**config.mk**
```make
export PLATFORM = sky130hd
export DESIGN_NAME = alpha8_to_pixel_format_packer_core
export DESIGN_NICKNAME = d
export VERILOG_FILES = /design/src/sv/a8pfp_pkg.sv /design/src/sv/a8pfp_cfg_regs.sv /design/src/sv/a8pfp_in_stage.sv /design/src/sv/a8pfp_convert.sv /design/src/sv/a8pfp_out_stage.sv /design/src/sv/alpha8_to_pixel_format_packer_core.sv
export SDC_FILE = /design/constraint.sdc
export NUM_CORES = 1
export LEC_CHECK = 0
export ABC_AREA = 1
export BUFFER_PORTS_ARGS = -buffer_cell sky130_fd_sc_hd__buf_4
export CELL_PAD_IN_SITES_DETAIL_PLACEMENT = 0
export CELL_PAD_IN_SITES_GLOBAL_PLACEMENT = 1
export CORE_UTILIZATION = 34
export DETAILED_ROUTE_END_ITERATION = 8
export HOLD_SLACK_MARGIN = 0.12
export PLACE_DENSITY_LB_ADDON = 0.05
export SETUP_SLACK_MARGIN = 0.02
export SYNTH_ARGS = -nofsm -noshare
export SYNTH_HDL_FRONTEND = slang
export SYNTH_SLANG_ARGS = --single-unit
```
**constraint.sdc**
```tcl
create_clock -name clk_i -period 2.5 [get_ports clk_i]
set_input_delay 0.25 -clock clk_i [delete_from_list [all_inputs] [get_ports clk_i]]
set_output_delay 0.25 -clock clk_i [all_outputs]
set_load 0.05 [all_outputs]
```
**src/sv/a8pfp_pkg.sv**
```systemverilog
// Shared types and constants for the alpha8 pixel format packer.
`timescale 1ns / 1ps
package a8pfp_pkg;

  typedef enum logic [2:0] {
    FMT_ARGB     = 3'd0,
    FMT_AIRGB    = 3'd1,
    FMT_ARGB4444 = 3'd2,
    FMT_ARGB2554 = 3'd3,
    FMT_ARGB1555 = 3'd4,
    FMT_A8       = 3'd5,
    FMT_A4       = 3'd6,
    FMT_A1       = 3'd7
  } fmt_e;

  localparam int unsigned AddrW = 3;
  localparam int unsigned DataW = 32;

  // Register index within the APB map
  localparam logic REG_FORMAT_MODE = 1'b0;

  localparam logic [23:0] WHITE24    = 24'hFF_FFFF;
  localparam logic [15:0] WHITE_4444 = 16'h0FFF;
  localparam logic [15:0] WHITE_2554 = 16'h3FFF;
  localparam logic [15:0] WHITE_1555 = 16'h7FFF;
  localparam logic [7:0]  NIBBLE_HI  = 8'hF0;
  localparam logic [7:0]  BIT_TOP    = 8'h80;

  localparam logic [2:0] BYTES_4 = 3'd4;
  localparam logic [2:0] BYTES_2 = 3'd2;
  localparam logic [2:0] BYTES_1 = 3'd1;

  localparam logic [2:0] A1_LAST_BIT = 3'd7;

  typedef struct packed {
    fmt_e mode;
    logic clear;
  } cfg_t;

  typedef struct packed {
    logic [31:0] out_word;
    logic [2:0]  byte_count;
    logic        row_done;
  } result_t;

endpackage

```
**src/sv/a8pfp_cfg_regs.sv**
```systemverilog
// APB register block holding the surface format selection.
`timescale 1ns / 1ps
module a8pfp_cfg_regs
  import a8pfp_pkg::*;
(
  input  logic             clk_i,
  input  logic             rst_ni,
  input  logic             psel,
  input  logic             penable,
  input  logic             pwrite,
  input  logic [AddrW-1:0] paddr,
  input  logic [DataW-1:0] pwdata,
  output logic [DataW-1:0] prdata,
  output logic             pready,
  output cfg_t             cfg_o
);

  fmt_e mode_q, mode_d;
  logic hit;
  logic wr_en;

  assign hit    = (paddr[2] == REG_FORMAT_MODE) && (paddr[1:0] == 2'b00);
  assign wr_en  = psel && penable && pwrite && hit;
  assign pready = 1'b1;

  always_comb begin
    mode_d = mode_q;
    if (wr_en) begin
      mode_d = fmt_e'(pwdata[2:0]);
    end
  end

  always_ff @(posedge clk_i or negedge rst_ni) begin
    if (!rst_ni) begin
      mode_q <= FMT_ARGB;
    end else begin
      mode_q <= mode_d;
    end
  end

  assign prdata = hit ? {29'd0, mode_q} : '0;

  assign cfg_o.mode  = mode_q;
  assign cfg_o.clear = wr_en;

endmodule

```
**src/sv/a8pfp_in_stage.sv**
```systemverilog
// Input register stage for the alpha pixel beat.
`timescale 1ns / 1ps
module a8pfp_in_stage
  import a8pfp_pkg::*;
(
  input  logic       clk_i,
  input  logic       rst_ni,
  input  logic       in_valid_i,
  input  logic [7:0] alpha_i,
  input  logic       row_end_i,
  input  logic       consume_i,
  output logic       in_stall_o,
  output logic       valid_o,
  output logic [7:0] alpha_o,
  output logic       row_end_o
);

  logic       valid_q;
  logic [7:0] alpha_q;
  logic       row_end_q;
  logic       load;

  // Slot frees up in the same cycle its beat moves on
  assign in_stall_o = valid_q && !consume_i;
  assign load       = in_valid_i && !in_stall_o;

  always_ff @(posedge clk_i or negedge rst_ni) begin
    if (!rst_ni) begin
      valid_q <= 1'b0;
    end else if (load || consume_i) begin
      valid_q <= load;
    end
  end

  always_ff @(posedge clk_i) begin
    if (load) begin
      alpha_q   <= alpha_i;
      row_end_q <= row_end_i;
    end
  end

  assign valid_o   = valid_q;
  assign alpha_o   = alpha_q;
  assign row_end_o = row_end_q;

endmodule

```
**src/sv/a8pfp_convert.sv**
```systemverilog
// Format conversion and A4/A1 packing with its partial-byte state.
`timescale 1ns / 1ps
module a8pfp_convert
  import a8pfp_pkg::*;
(
  input  logic       clk_i,
  input  logic       rst_ni,
  input  cfg_t       cfg_i,
  input  logic [7:0] alpha_i,
  input  logic       row_end_i,
  input  logic       fire_i,
  output logic       has_result_o,
  output result_t    result_o
);

  logic [7:0] accum_q, accum_d;
  logic [2:0] count_q, count_d;
  logic [7:0] a1_byte;

  // top alpha bit lands at the next free position, MSB first
  assign a1_byte = accum_q | ((alpha_i & BIT_TOP) >> count_q);

  always_comb begin
    accum_d             = accum_q;
    count_d             = count_q;
    has_result_o        = 1'b1;
    result_o.out_word   = '0;
    result_o.byte_count = BYTES_1;
    result_o.row_done   = row_end_i;
    case (cfg_i.mode)
      FMT_ARGB: begin
        result_o.out_word   = {alpha_i, WHITE24};
        result_o.byte_count = BYTES_4;
      end
      FMT_AIRGB: begin
        result_o.out_word   = {~alpha_i, WHITE24};
        result_o.byte_count = BYTES_4;
      end
      FMT_ARGB4444: begin
        result_o.out_word   = {16'd0, {alpha_i, 8'd0} | WHITE_4444};
        result_o.byte_count = BYTES_2;
      end
      FMT_ARGB2554: begin
        result_o.out_word   = {16'd0, {alpha_i, 8'd0} | WHITE_2554};
        result_o.byte_count = BYTES_2;
      end
      FMT_ARGB1555: begin
        result_o.out_word   = {16'd0, {alpha_i, 8'd0} | WHITE_1555};
        result_o.byte_count = BYTES_2;
      end
      FMT_A8: begin
        result_o.out_word = {24'd0, alpha_i};
      end
      FMT_A4: begin
        if (count_q == 3'd0) begin
          // first nibble: hold it unless the row ends here
          result_o.out_word = {24'd0, alpha_i & NIBBLE_HI};
          result_o.row_done = 1'b1;
          if (!row_end_i) begin
            has_result_o = 1'b0;
            accum_d      = alpha_i & NIBBLE_HI;
            count_d      = 3'd1;
          end
        end else begin
          result_o.out_word = {24'd0, accum_q[7:4], alpha_i[7:4]};
          accum_d           = '0;
          count_d           = '0;
        end
      end
      FMT_A1: begin
        result_o.out_word = {24'd0, a1_byte};
        if ((count_q == A1_LAST_BIT) || row_end_i) begin
          accum_d = '0;
          count_d = '0;
        end else begin
          has_result_o = 1'b0;
          accum_d      = a1_byte;
          count_d      = count_q + 3'd1;
        end
      end
      default: begin
        result_o.out_word = {24'd0, alpha_i};
      end
    endcase
  end

  always_ff @(posedge clk_i or negedge rst_ni) begin
    if (!rst_ni) begin
      accum_q <= '0;
      count_q <= '0;
    end else if (cfg_i.clear) begin
      accum_q <= '0;
      count_q <= '0;
    end else if (fire_i) begin
      accum_q <= accum_d;
      count_q <= count_d;
    end
  end

endmodule

```
**src/sv/a8pfp_out_stage.sv**
```systemverilog
// Result register driving the output channel.
`timescale 1ns / 1ps
module a8pfp_out_stage
  import a8pfp_pkg::*;
(
  input  logic        clk_i,
  input  logic        rst_ni,
  input  logic        push_i,
  input  result_t     result_i,
  input  logic        out_stall_i,
  output logic        can_load_o,
  output logic        out_valid_o,
  output logic [31:0] out_word_o,
  output logic [2:0]  byte_count_o,
  output logic        row_done_o
);

  logic    valid_q;
  result_t data_q;

  assign can_load_o = !valid_q || !out_stall_i;

  always_ff @(posedge clk_i or negedge rst_ni) begin
    if (!rst_ni) begin
      valid_q <= 1'b0;
    end else if (can_load_o) begin
      valid_q <= push_i;
    end
  end

  always_ff @(posedge clk_i) begin
    if (can_load_o && push_i) begin
      data_q <= result_i;
    end
  end

  assign out_valid_o  = valid_q;
  assign out_word_o   = data_q.out_word;
  assign byte_count_o = data_q.byte_count;
  assign row_done_o   = data_q.row_done;

endmodule

```
**src/sv/alpha8_to_pixel_format_packer_core.sv**
```systemverilog
// Top level of the alpha8 to surface pixel format packer.
//
// Input channel: one 8-bit alpha pixel per beat (alpha_i) with row_end_i on
// the last pixel of a row; in_valid_i / in_stall_o.
// Output channel: out_word_o right aligned, byte_count_o valid bytes,
// row_done_o closing the row; out_valid_o / out_stall_i.
// APB port: register 0 at address 0 selects the format; a write also drops
// any partial A4/A1 byte. Write only while the block is idle.
// Pipeline: an accepted beat passes the input register, then the result
// register, and its result is then on the outputs. Throughput: one beat per
// cycle unless stalled, set by the single conversion stage between the two.
// A4 and A1 produce one result per two or eight pixels, or at row end.
// Reset: format ARGB, pack state empty, both pipeline slots empty.
// Stall: the result register holds; the input slot holds its beat only if
// that beat has a result and the result register cannot take it, so
// beats that yield no result keep flowing.
`timescale 1ns / 1ps
module alpha8_to_pixel_format_packer_core
  import a8pfp_pkg::*;
(
  input  logic             clk_i,
  input  logic             rst_ni,
  input  logic             psel,
  input  logic             penable,
  input  logic             pwrite,
  input  logic [AddrW-1:0] paddr,
  input  logic [DataW-1:0] pwdata,
  output logic [DataW-1:0] prdata,
  output logic             pready,
  input  logic             in_valid_i,
  output logic             in_stall_o,
  input  logic [7:0]       alpha_i,
  input  logic             row_end_i,
  output logic             out_valid_o,
  input  logic             out_stall_i,
  output logic [31:0]      out_word_o,
  output logic [2:0]       byte_count_o,
  output logic             row_done_o
);

  cfg_t       cfg;
  logic       s1_valid;
  logic [7:0] s1_alpha;
  logic       s1_row_end;
  logic       s1_fire;
  logic       has_result;
  logic       out_can_load;
  result_t    result;

  assign s1_fire = s1_valid && (!has_result || out_can_load);

  a8pfp_cfg_regs u_cfg (
    .clk_i   (clk_i),
    .rst_ni  (rst_ni),
    .psel    (psel),
    .penable (penable),
    .pwrite  (pwrite),
    .paddr   (paddr),
    .pwdata  (pwdata),
    .prdata  (prdata),
    .pready  (pready),
    .cfg_o   (cfg)
  );

  a8pfp_in_stage u_in (
    .clk_i      (clk_i),
    .rst_ni     (rst_ni),
    .in_valid_i (in_valid_i),
    .alpha_i    (alpha_i),
    .row_end_i  (row_end_i),
    .consume_i  (s1_fire),
    .in_stall_o (in_stall_o),
    .valid_o    (s1_valid),
    .alpha_o    (s1_alpha),
    .row_end_o  (s1_row_end)
  );

  a8pfp_convert u_conv (
    .clk_i        (clk_i),
    .rst_ni       (rst_ni),
    .cfg_i        (cfg),
    .alpha_i      (s1_alpha),
    .row_end_i    (s1_row_end),
    .fire_i       (s1_fire),
    .has_result_o (has_result),
    .result_o     (result)
  );

  a8pfp_out_stage u_out (
    .clk_i        (clk_i),
    .rst_ni       (rst_ni),
    .push_i       (s1_fire && has_result),
    .result_i     (result),
    .out_stall_i  (out_stall_i),
    .can_load_o   (out_can_load),
    .out_valid_o  (out_valid_o),
    .out_word_o   (out_word_o),
    .byte_count_o (byte_count_o),
    .row_done_o   (row_done_o)
  );

endmodule

```
Word-level counts from Yosys, hierarchy flattened
Index checks and enable logic that the tools add are counted.
Operators by class
  multiplexer cells: 22
  bitwise gates (word level): 3
  reductions and logical operators: 26
  add/sub/neg operators: 1
  equality and inequality tests: 9
  shift-type cells: 1
Operators by type and width (number)
  one-hot mux 32 bit (8 select lines): 1
  two-way mux 8 bit: 6
  two-way mux 3 bit: 6
  one-hot mux 8 bit (2 select lines): 1
  == test 3 bit, second input constant: 5
  one-hot mux 3 bit (2 select lines): 2
  logical AND 1 bit: 9
  inverter 8 bit: 1
  bitwise OR 8 bit: 1
  >> shifter 8 x 3 -> 8 bit: 1
  == test 3 x 2 -> 1 bit, second input constant: 2
  logical NOT 3 bit: 2
  logical NOT 1 bit: 5
  two-way mux 1 bit: 5
  logical OR 1 bit: 4
  != test 4 bit, second input constant: 1
  adder 3 x 1 -> 3 bit, second input constant: 1
  == test 3 x 1 -> 1 bit, second input constant: 1
  AND reduction 3 bit: 1
  nonzero test 3 bit: 1
  OR reduction 3 bit: 1
  logical NOT 2 bit: 1
  one-hot mux 1 bit (2 select lines): 1
  nonzero test 2 bit: 1
  2 further kinds: 2
Word-level totals
  output and inout bits: 71
  input port bits: 51
  register bits: 61

Logic depth before layout (Yosys ltp)
  depth in word-level cells: 12
  depth in mapped cells: 10

Modules after synthesis
Synthesis repeated with hierarchy kept, for this count alone.
Unflattened totals
  cell total of the unflattened synthesis: 316
  area total of the unflattened synthesis: 3071.7 µm²
By module, submodules not included
  a8pfp_convert: area an instance 1164.9 µm², times used 1, cells an instance 194
  a8pfp_out_stage: area an instance 1122.3 µm², times used 1, cells an instance 41
  a8pfp_cfg_regs: area an instance 431.7 µm², times used 1, cells an instance 60
  a8pfp_in_stage: area an instance 327.8 µm², times used 1, cells an instance 16
  alpha8_to_pixel_format_packer_core: area an instance 25.0 µm², times used 1, cells an instance 5

Worst setup path after synthesis
Ideal clock, no wire load.
  path type: flip-flop to flip-flop
  start point: reg u_conv.count_q[0]
  end point: reg u_out.data_q, in the netlist u_out.byte_count_o[0] (enable)
  stages on the path, launching flop included: 10
  buffers on the path: 0
  path slack: 0.204 ns
  period minus slack after synthesis: 2.296 ns
  arrival time: 1.915 ns
  setup time: 0.381 ns
  path through: dfrtp_1 > ha_1 > ha_1 > nor2_1 > nand2_1 > nand3_2 > nand2_4 > inv_1 > nand3_1 > inv_1
On the way
  longest elaborated chain between the ends: 9
  elaborated cells on any way between the ends: 11
  classes of those cells: 1 x eq/ne; 3 x mux; 7 x reduce/logical
RTL lines
  from (decl): RTL line a8pfp_convert.sv:17  | logic [2:0] count_q, count_d;
  from (signal assigned): RTL line a8pfp_convert.sv:96  | count_q <= count_d;
  == test 3 bit: RTL line a8pfp_convert.sv:72  | if ((count_q == A1_LAST_BIT) || row_end_i) begin
  logical OR 1 bit: RTL line a8pfp_convert.sv:72
  two-way mux 1 bit: RTL line a8pfp_convert.sv:72
  one-hot mux 1 bit (2 select lines) *: RTL line a8pfp_convert.sv:30  | case (cfg_i.mode)
  logical NOT 1 bit: RTL line alpha8_to_pixel_format_packer_core.sv:50  | assign s1_fire = s1_valid && (!has_result || out_can_load);
  logical OR 1 bit: RTL line alpha8_to_pixel_format_packer_core.sv:50
  logical AND 1 bit: RTL line alpha8_to_pixel_format_packer_core.sv:50
  logical AND 1 bit *: RTL line alpha8_to_pixel_format_packer_core.sv:92  | .push_i (s1_fire && has_result),
  logical AND 1 bit *: RTL line a8pfp_out_stage.sv:32  | if (can_load_o && push_i) begin
  to (signal assigned): RTL line a8pfp_out_stage.sv:33  | data_q <= result_i;
  to (decl): RTL line a8pfp_out_stage.sv:19  | result_t data_q;
Every way passes the cells marked *; elsewhere a longest branch is shown, timed or not.
A chain may end at the register's enable or synchronous reset.

Worst setup path after layout
  start point: reg u_conv.count_q[0]
  end point: reg u_out.data_q, in the netlist u_out.out_word_o[7] (enable)
The elaborated chain is that of the path after synthesis.

==> metrics.txt <==
# TYPE chip_impl_metric gauge
chip_impl_metric{name="number_of_inserted_filler_cells_in_the_final_layout",unit=""} 778
chip_impl_metric{name="max-clock-path-buffers",unit=""} 2
chip_impl_metric{name="syn_avg_cell_area",unit="µm²"} 9.44
chip_impl_metric{name="finalNonFillerCells",unit=""} 463
chip_impl_metric{name="multi_input_area",unit="µm²"} 968
chip_impl_metric{name="core_region_area",unit="µm²"} 7770
chip_impl_metric{name="die_h",unit="µm"} 92.0
chip_impl_metric{name="length_of_routed_wiring_on_met1",unit="µm"} 2760
chip_impl_metric{name="max_slew.worst_pin.slew",unit="ps"} 560
chip_impl_info{name="crit-reg2reg-launch",value="u_conv.count_q[0]"} 1
chip_impl_metric{name="ir_worst_vdd",unit="mV"} 0.427
chip_impl_metric{name="final_number_of_setup_violating_endpoints",unit=""} 0
chip_impl_metric{name="synth.distinct_cells",unit=""} 26
chip_impl_metric{name="hold_viol_final",unit=""} 0
chip_impl_metric{name="floorplan.initialDensity",unit="%"} 35.5
chip_impl_metric{name="total_leakage_power",unit="nW"} 1.53
chip_impl_metric{name="slew_violations",unit=""} 0
chip_impl_metric{name="post-route-util",unit="%"} 43.5
chip_impl_metric{name="synth_compound_area_share",unit="%"} 8.90
chip_impl_metric{name="drive_above_1_share",unit="%"} 24.4
chip_impl_metric{name="total_length_of_routed_wires",unit="µm"} 5850
chip_impl_info{name="final_cell_mix",value="buf_4, nand2_1, nand3_1"} 1
chip_impl_metric{name="post-route-min-period",unit="ps"} 2190
chip_impl_metric{name="wire_per_inst",unit="µm"} 12.6
chip_impl_metric{name="vias_per_cell",unit=""} 4.46
chip_impl_metric{name="grt_pass1_wl",unit="µm"} 9780
chip_impl_info{name="synth_top_family_by_area",value="simple AND/OR/NAND/NOR gates"} 1
chip_impl_metric{name="port_buffers",unit=""} 62
chip_impl_metric{name="synthesized_area_fraction_occupied_by_and_or_nand_nor_cells",unit="%"} 20.8
chip_impl_metric{name="period_utilisation_layout",unit="%"} 87.4
chip_impl_metric{name="power.density",unit="nW/µm²"} 1040
chip_impl_metric{name="gpl.final_weighted_congestion",unit=""} 0.788
chip_impl_metric{name="timing.critical_path.arrival",unit="ps"} 2190
chip_impl_metric{name="postLayoutSetupSlackWorst",unit="ps"} 314
chip_impl_metric{name="number_of_warning_messages_in_the_yosys_log",unit=""} 0
chip_impl_metric{name="clk_pin_slew_worst_paths",unit="ps"} 100
chip_impl_info{name="crit_path_end_kind",value="flip-flop"} 1
chip_impl_metric{name="cts_made_buffers",unit=""} 5
chip_impl_info{name="critical_path.startpoint",value="u_conv.count_q[0]"} 1
chip_impl_metric{name="route.met2.wl",unit="µm"} 2750
chip_impl_metric{name="clock_latency",unit="ps"} 300
chip_impl_metric{name="place_inst",unit=""} 445
chip_impl_metric{name="floorplan.io_pins",unit=""} 122
chip_impl_metric{name="ys_seq_area_share",unit="%"} 52.7
chip_impl_info{name="worstSetupStartpointType",value="flip-flop"} 1
chip_impl_metric{name="grt_util_all_layers",unit="%"} 14.8
chip_impl_metric{name="die-width",unit="µm"} 92.0
chip_impl_metric{name="seq_area",unit="µm²"} 1450
chip_impl_metric{name="ant_nets",unit=""} 0
chip_impl_metric{name="drc",unit=""} 0
chip_impl_metric{name="cts_repair_resize_count",unit=""} 0
chip_impl_metric{name="met3WireLength",unit="µm"} 278
chip_impl_metric{name="row_count",unit=""} 32
chip_impl_metric{name="detail_route.iter0.violations",unit=""} 66
chip_impl_metric{name="route.vias.total",unit=""} 2065
chip_impl_metric{name="slew_headroom",unit="%"} 62.5
chip_impl_metric{name="yosys-mux-area-fraction",unit="%"} 0
chip_impl_metric{name="final.setup.tns",unit="ps"} 0
chip_impl_info{name="worst_hold_startpoint",value="pwdata[1]"} 1
chip_impl_metric{name="fin_skew",unit="ps"} 7.74
chip_impl_info{name="unrepaired_setup_endpoints_after_global_routing",value="false"} 1
chip_impl_info{name="crit_type",value="reg2reg"} 1
chip_impl_info{name="ctsRootBufferMaster",value="clkbuf_8"} 1
chip_impl_info{name="top_layer_used",value="met4"} 1
chip_impl_metric{name="drv.max_cap_violation_count",unit=""} 0
chip_impl_metric{name="vias_in_the_first_global_route",unit=""} 1966
chip_impl_metric{name="synth-adder-area-share",unit="%"} 1.36
chip_impl_metric{name="postSynthRegisterBits",unit=""} 51
chip_impl_metric{name="area_growth_syn_to_layout",unit="%"} 22.6
chip_impl_metric{name="maxClockFrequency",unit="MHz"} 457
chip_impl_metric{name="antenna_found_initial",unit=""} 0
chip_impl_info{name="status",value="finished, final reports clean"} 1
chip_impl_metric{name="clock-sinks",unit=""} 51
chip_impl_metric{name="globalRoute.totalOverflow",unit=""} 0
chip_impl_metric{name="postSynthCellCount",unit=""} 292
chip_impl_metric{name="drt-pass1-iter-count",unit=""} 4
chip_impl_metric{name="synth.cell_area",unit="µm²"} 2760
chip_impl_info{name="cts_tree",value="built"} 1
chip_impl_metric{name="crit_fanout",unit=""} 26
chip_impl_metric{name="dieArea",unit="µm²"} 8470
chip_impl_metric{name="htree_num_levels",unit=""} 2
chip_impl_metric{name="detailedPlace.worstSlack",unit="ps"} 305
chip_impl_info{name="holdCritPathClass",value="in2reg"} 1
chip_impl_info{name="crit_path_top_delay_cell",value="dfrtp_1"} 1
chip_impl_metric{name="timing.critical_path.slowest_cell_delay",unit="ps"} 450
chip_impl_metric{name="worstPathRequired",unit="ps"} 2510
chip_impl_metric{name="nets",unit=""} 414
chip_impl_metric{name="num_antenna_cells",unit=""} 0
chip_impl_metric{name="dp.final_hpwl",unit="µm"} 4640
chip_impl_info{name="layout.cells.most_common",value="buf_4"} 1
chip_impl_info{name="timing.critical_path.cells",value="ha_1 > ha_1 > nor2_1 > nand2_1 > nand3_2 > nand2_4 > inv_1 > nand3_1 > inv_1 > buf_12"} 1
chip_impl_metric{name="synthXorXnorAreaFrac",unit="%"} 0
chip_impl_metric{name="grt_start_max_net_pins",unit=""} 27
==> worst paths after layout <==
| kind | endpoint | slack [ps] | depth (start not counted) |
|---|---|---|---|
| worst min-delay path | u_cfg.mode_q[1] | 150 | 3 |
| min in group asynchronous | u_conv.accum_q[6] | 340 | 2 |
| worst max register to register | u_out.out_word_o[7] | 310 | 10 |
| worst min register to register | u_conv.accum_q[6] | 510 | 2 |
| worst max-delay path | u_out.out_word_o[7] | 310 | 10 |
| max in group asynchronous | u_conv.accum_q[7] | 1970 | 2 |
==> final cells by class <==
class | count | area share, %
repair buffers | 78 | 18.4
clock inverters | 3 | 0.815
clock buffers | 5 | 2.04
multi-input cells | 194 | 28.7
flip-flops and latches | 51 | 42.9
inverters | 30 | 3.33
well taps | 102 | 3.78
==> synthesized netlist by cell type <==
library cell  count  area, µm²
o21ai_0          26        130
a21oi_1           6       30.0
nand3b_1          2       15.0
nor2_8            1       20.0
nand3_1          36        180
clkinv_1          1       3.75
nand3_2           3       30.0
edfxtp_1         35       1050
nor2_4            4       45.0
nand2_2           2       12.5
buf_6             1       11.3
buf_4            40        300
nand2_4           1       11.3
nor2_1           25       93.8
conb_1            2       7.51
o2111ai_1         4       35.0
nand2_1          44        165
inv_2             1       3.75
ha_1              3       37.5
o21a_1            2       15.0
buf_2             2       10.0
a31oi_1           2       12.5
inv_1            28        105
dfrtp_1          16        400
o211ai_1          3       22.5
clkbuf_1          2       7.51
==> cell families (layout without fill, tap and decap cells) <==
| group | after synthesis | in the layout |
|---|---|---|
| AND/OR/NAND/NOR | 118 | 118 |
| flip-flops | 51 | 51 |
| adder cells (fa/ha/maj) | 3 | 3 |
| AO/OA/AOI/OAI | 43 | 43 |
| buffers and inverters | 75 | 116 |
| other | 2 | 30 |
==> sequential cells by signal (all words and copies together) (netlist names) <==
name                flops
u_out.row_done_o        1
u_conv.count_q          3
u_out.out_word_o       22
u_cfg.mode_q            3
u_in.valid_o            1
u_conv.accum_q          8
u_out.byte_count_o      3
u_in.row_end_o          1
u_in.alpha_o            8
u_out.out_valid_o       1
==> metrics by stage <==
step,power [mW],cell area (µm²),hold slack [ps]
detailed placement,3.07,3180,132
global placement,3.07,3180,129
finish,3.53,3380,149
global route,3.74,3380,161
floorplan,2.63,2860,-45.6
CTS,3.58,3370,120
==> critical path, delay by kind of cell (launching register included) <==
| family | cells | cell delay, ps |
|---|---|---|
| flops | 1 | 450 |
| fa+ha+maj | 2 | 400 |
| buf+inv | 3 | 350 |
| simple gates | 5 | 690 |
==> timing repair <==
item                      4_1_cts  5_1_grt
hold endpoints to repair       24        1
setup buffers                   0        0
hold buffers                    9        1
==> power by group <==
group / switching [mW] / internal [mW] / leakage [nW]
registers: 0.125 / 1.17 / 0.543
clock network: 0.287 / 0.206 / 0.0463
logic: 1.26 / 0.481 / 0.943
==> metal layers <==
layer / vias to the layer above / GRT usage, %
li1: 1049 / -
met1: 930 / 19.2
met2: 79 / 25.9
met3: 7 / 1.99
met4: 0 / 3.91
met5: - / 0
No activity file was read; power rests on OpenSTA's default activity.
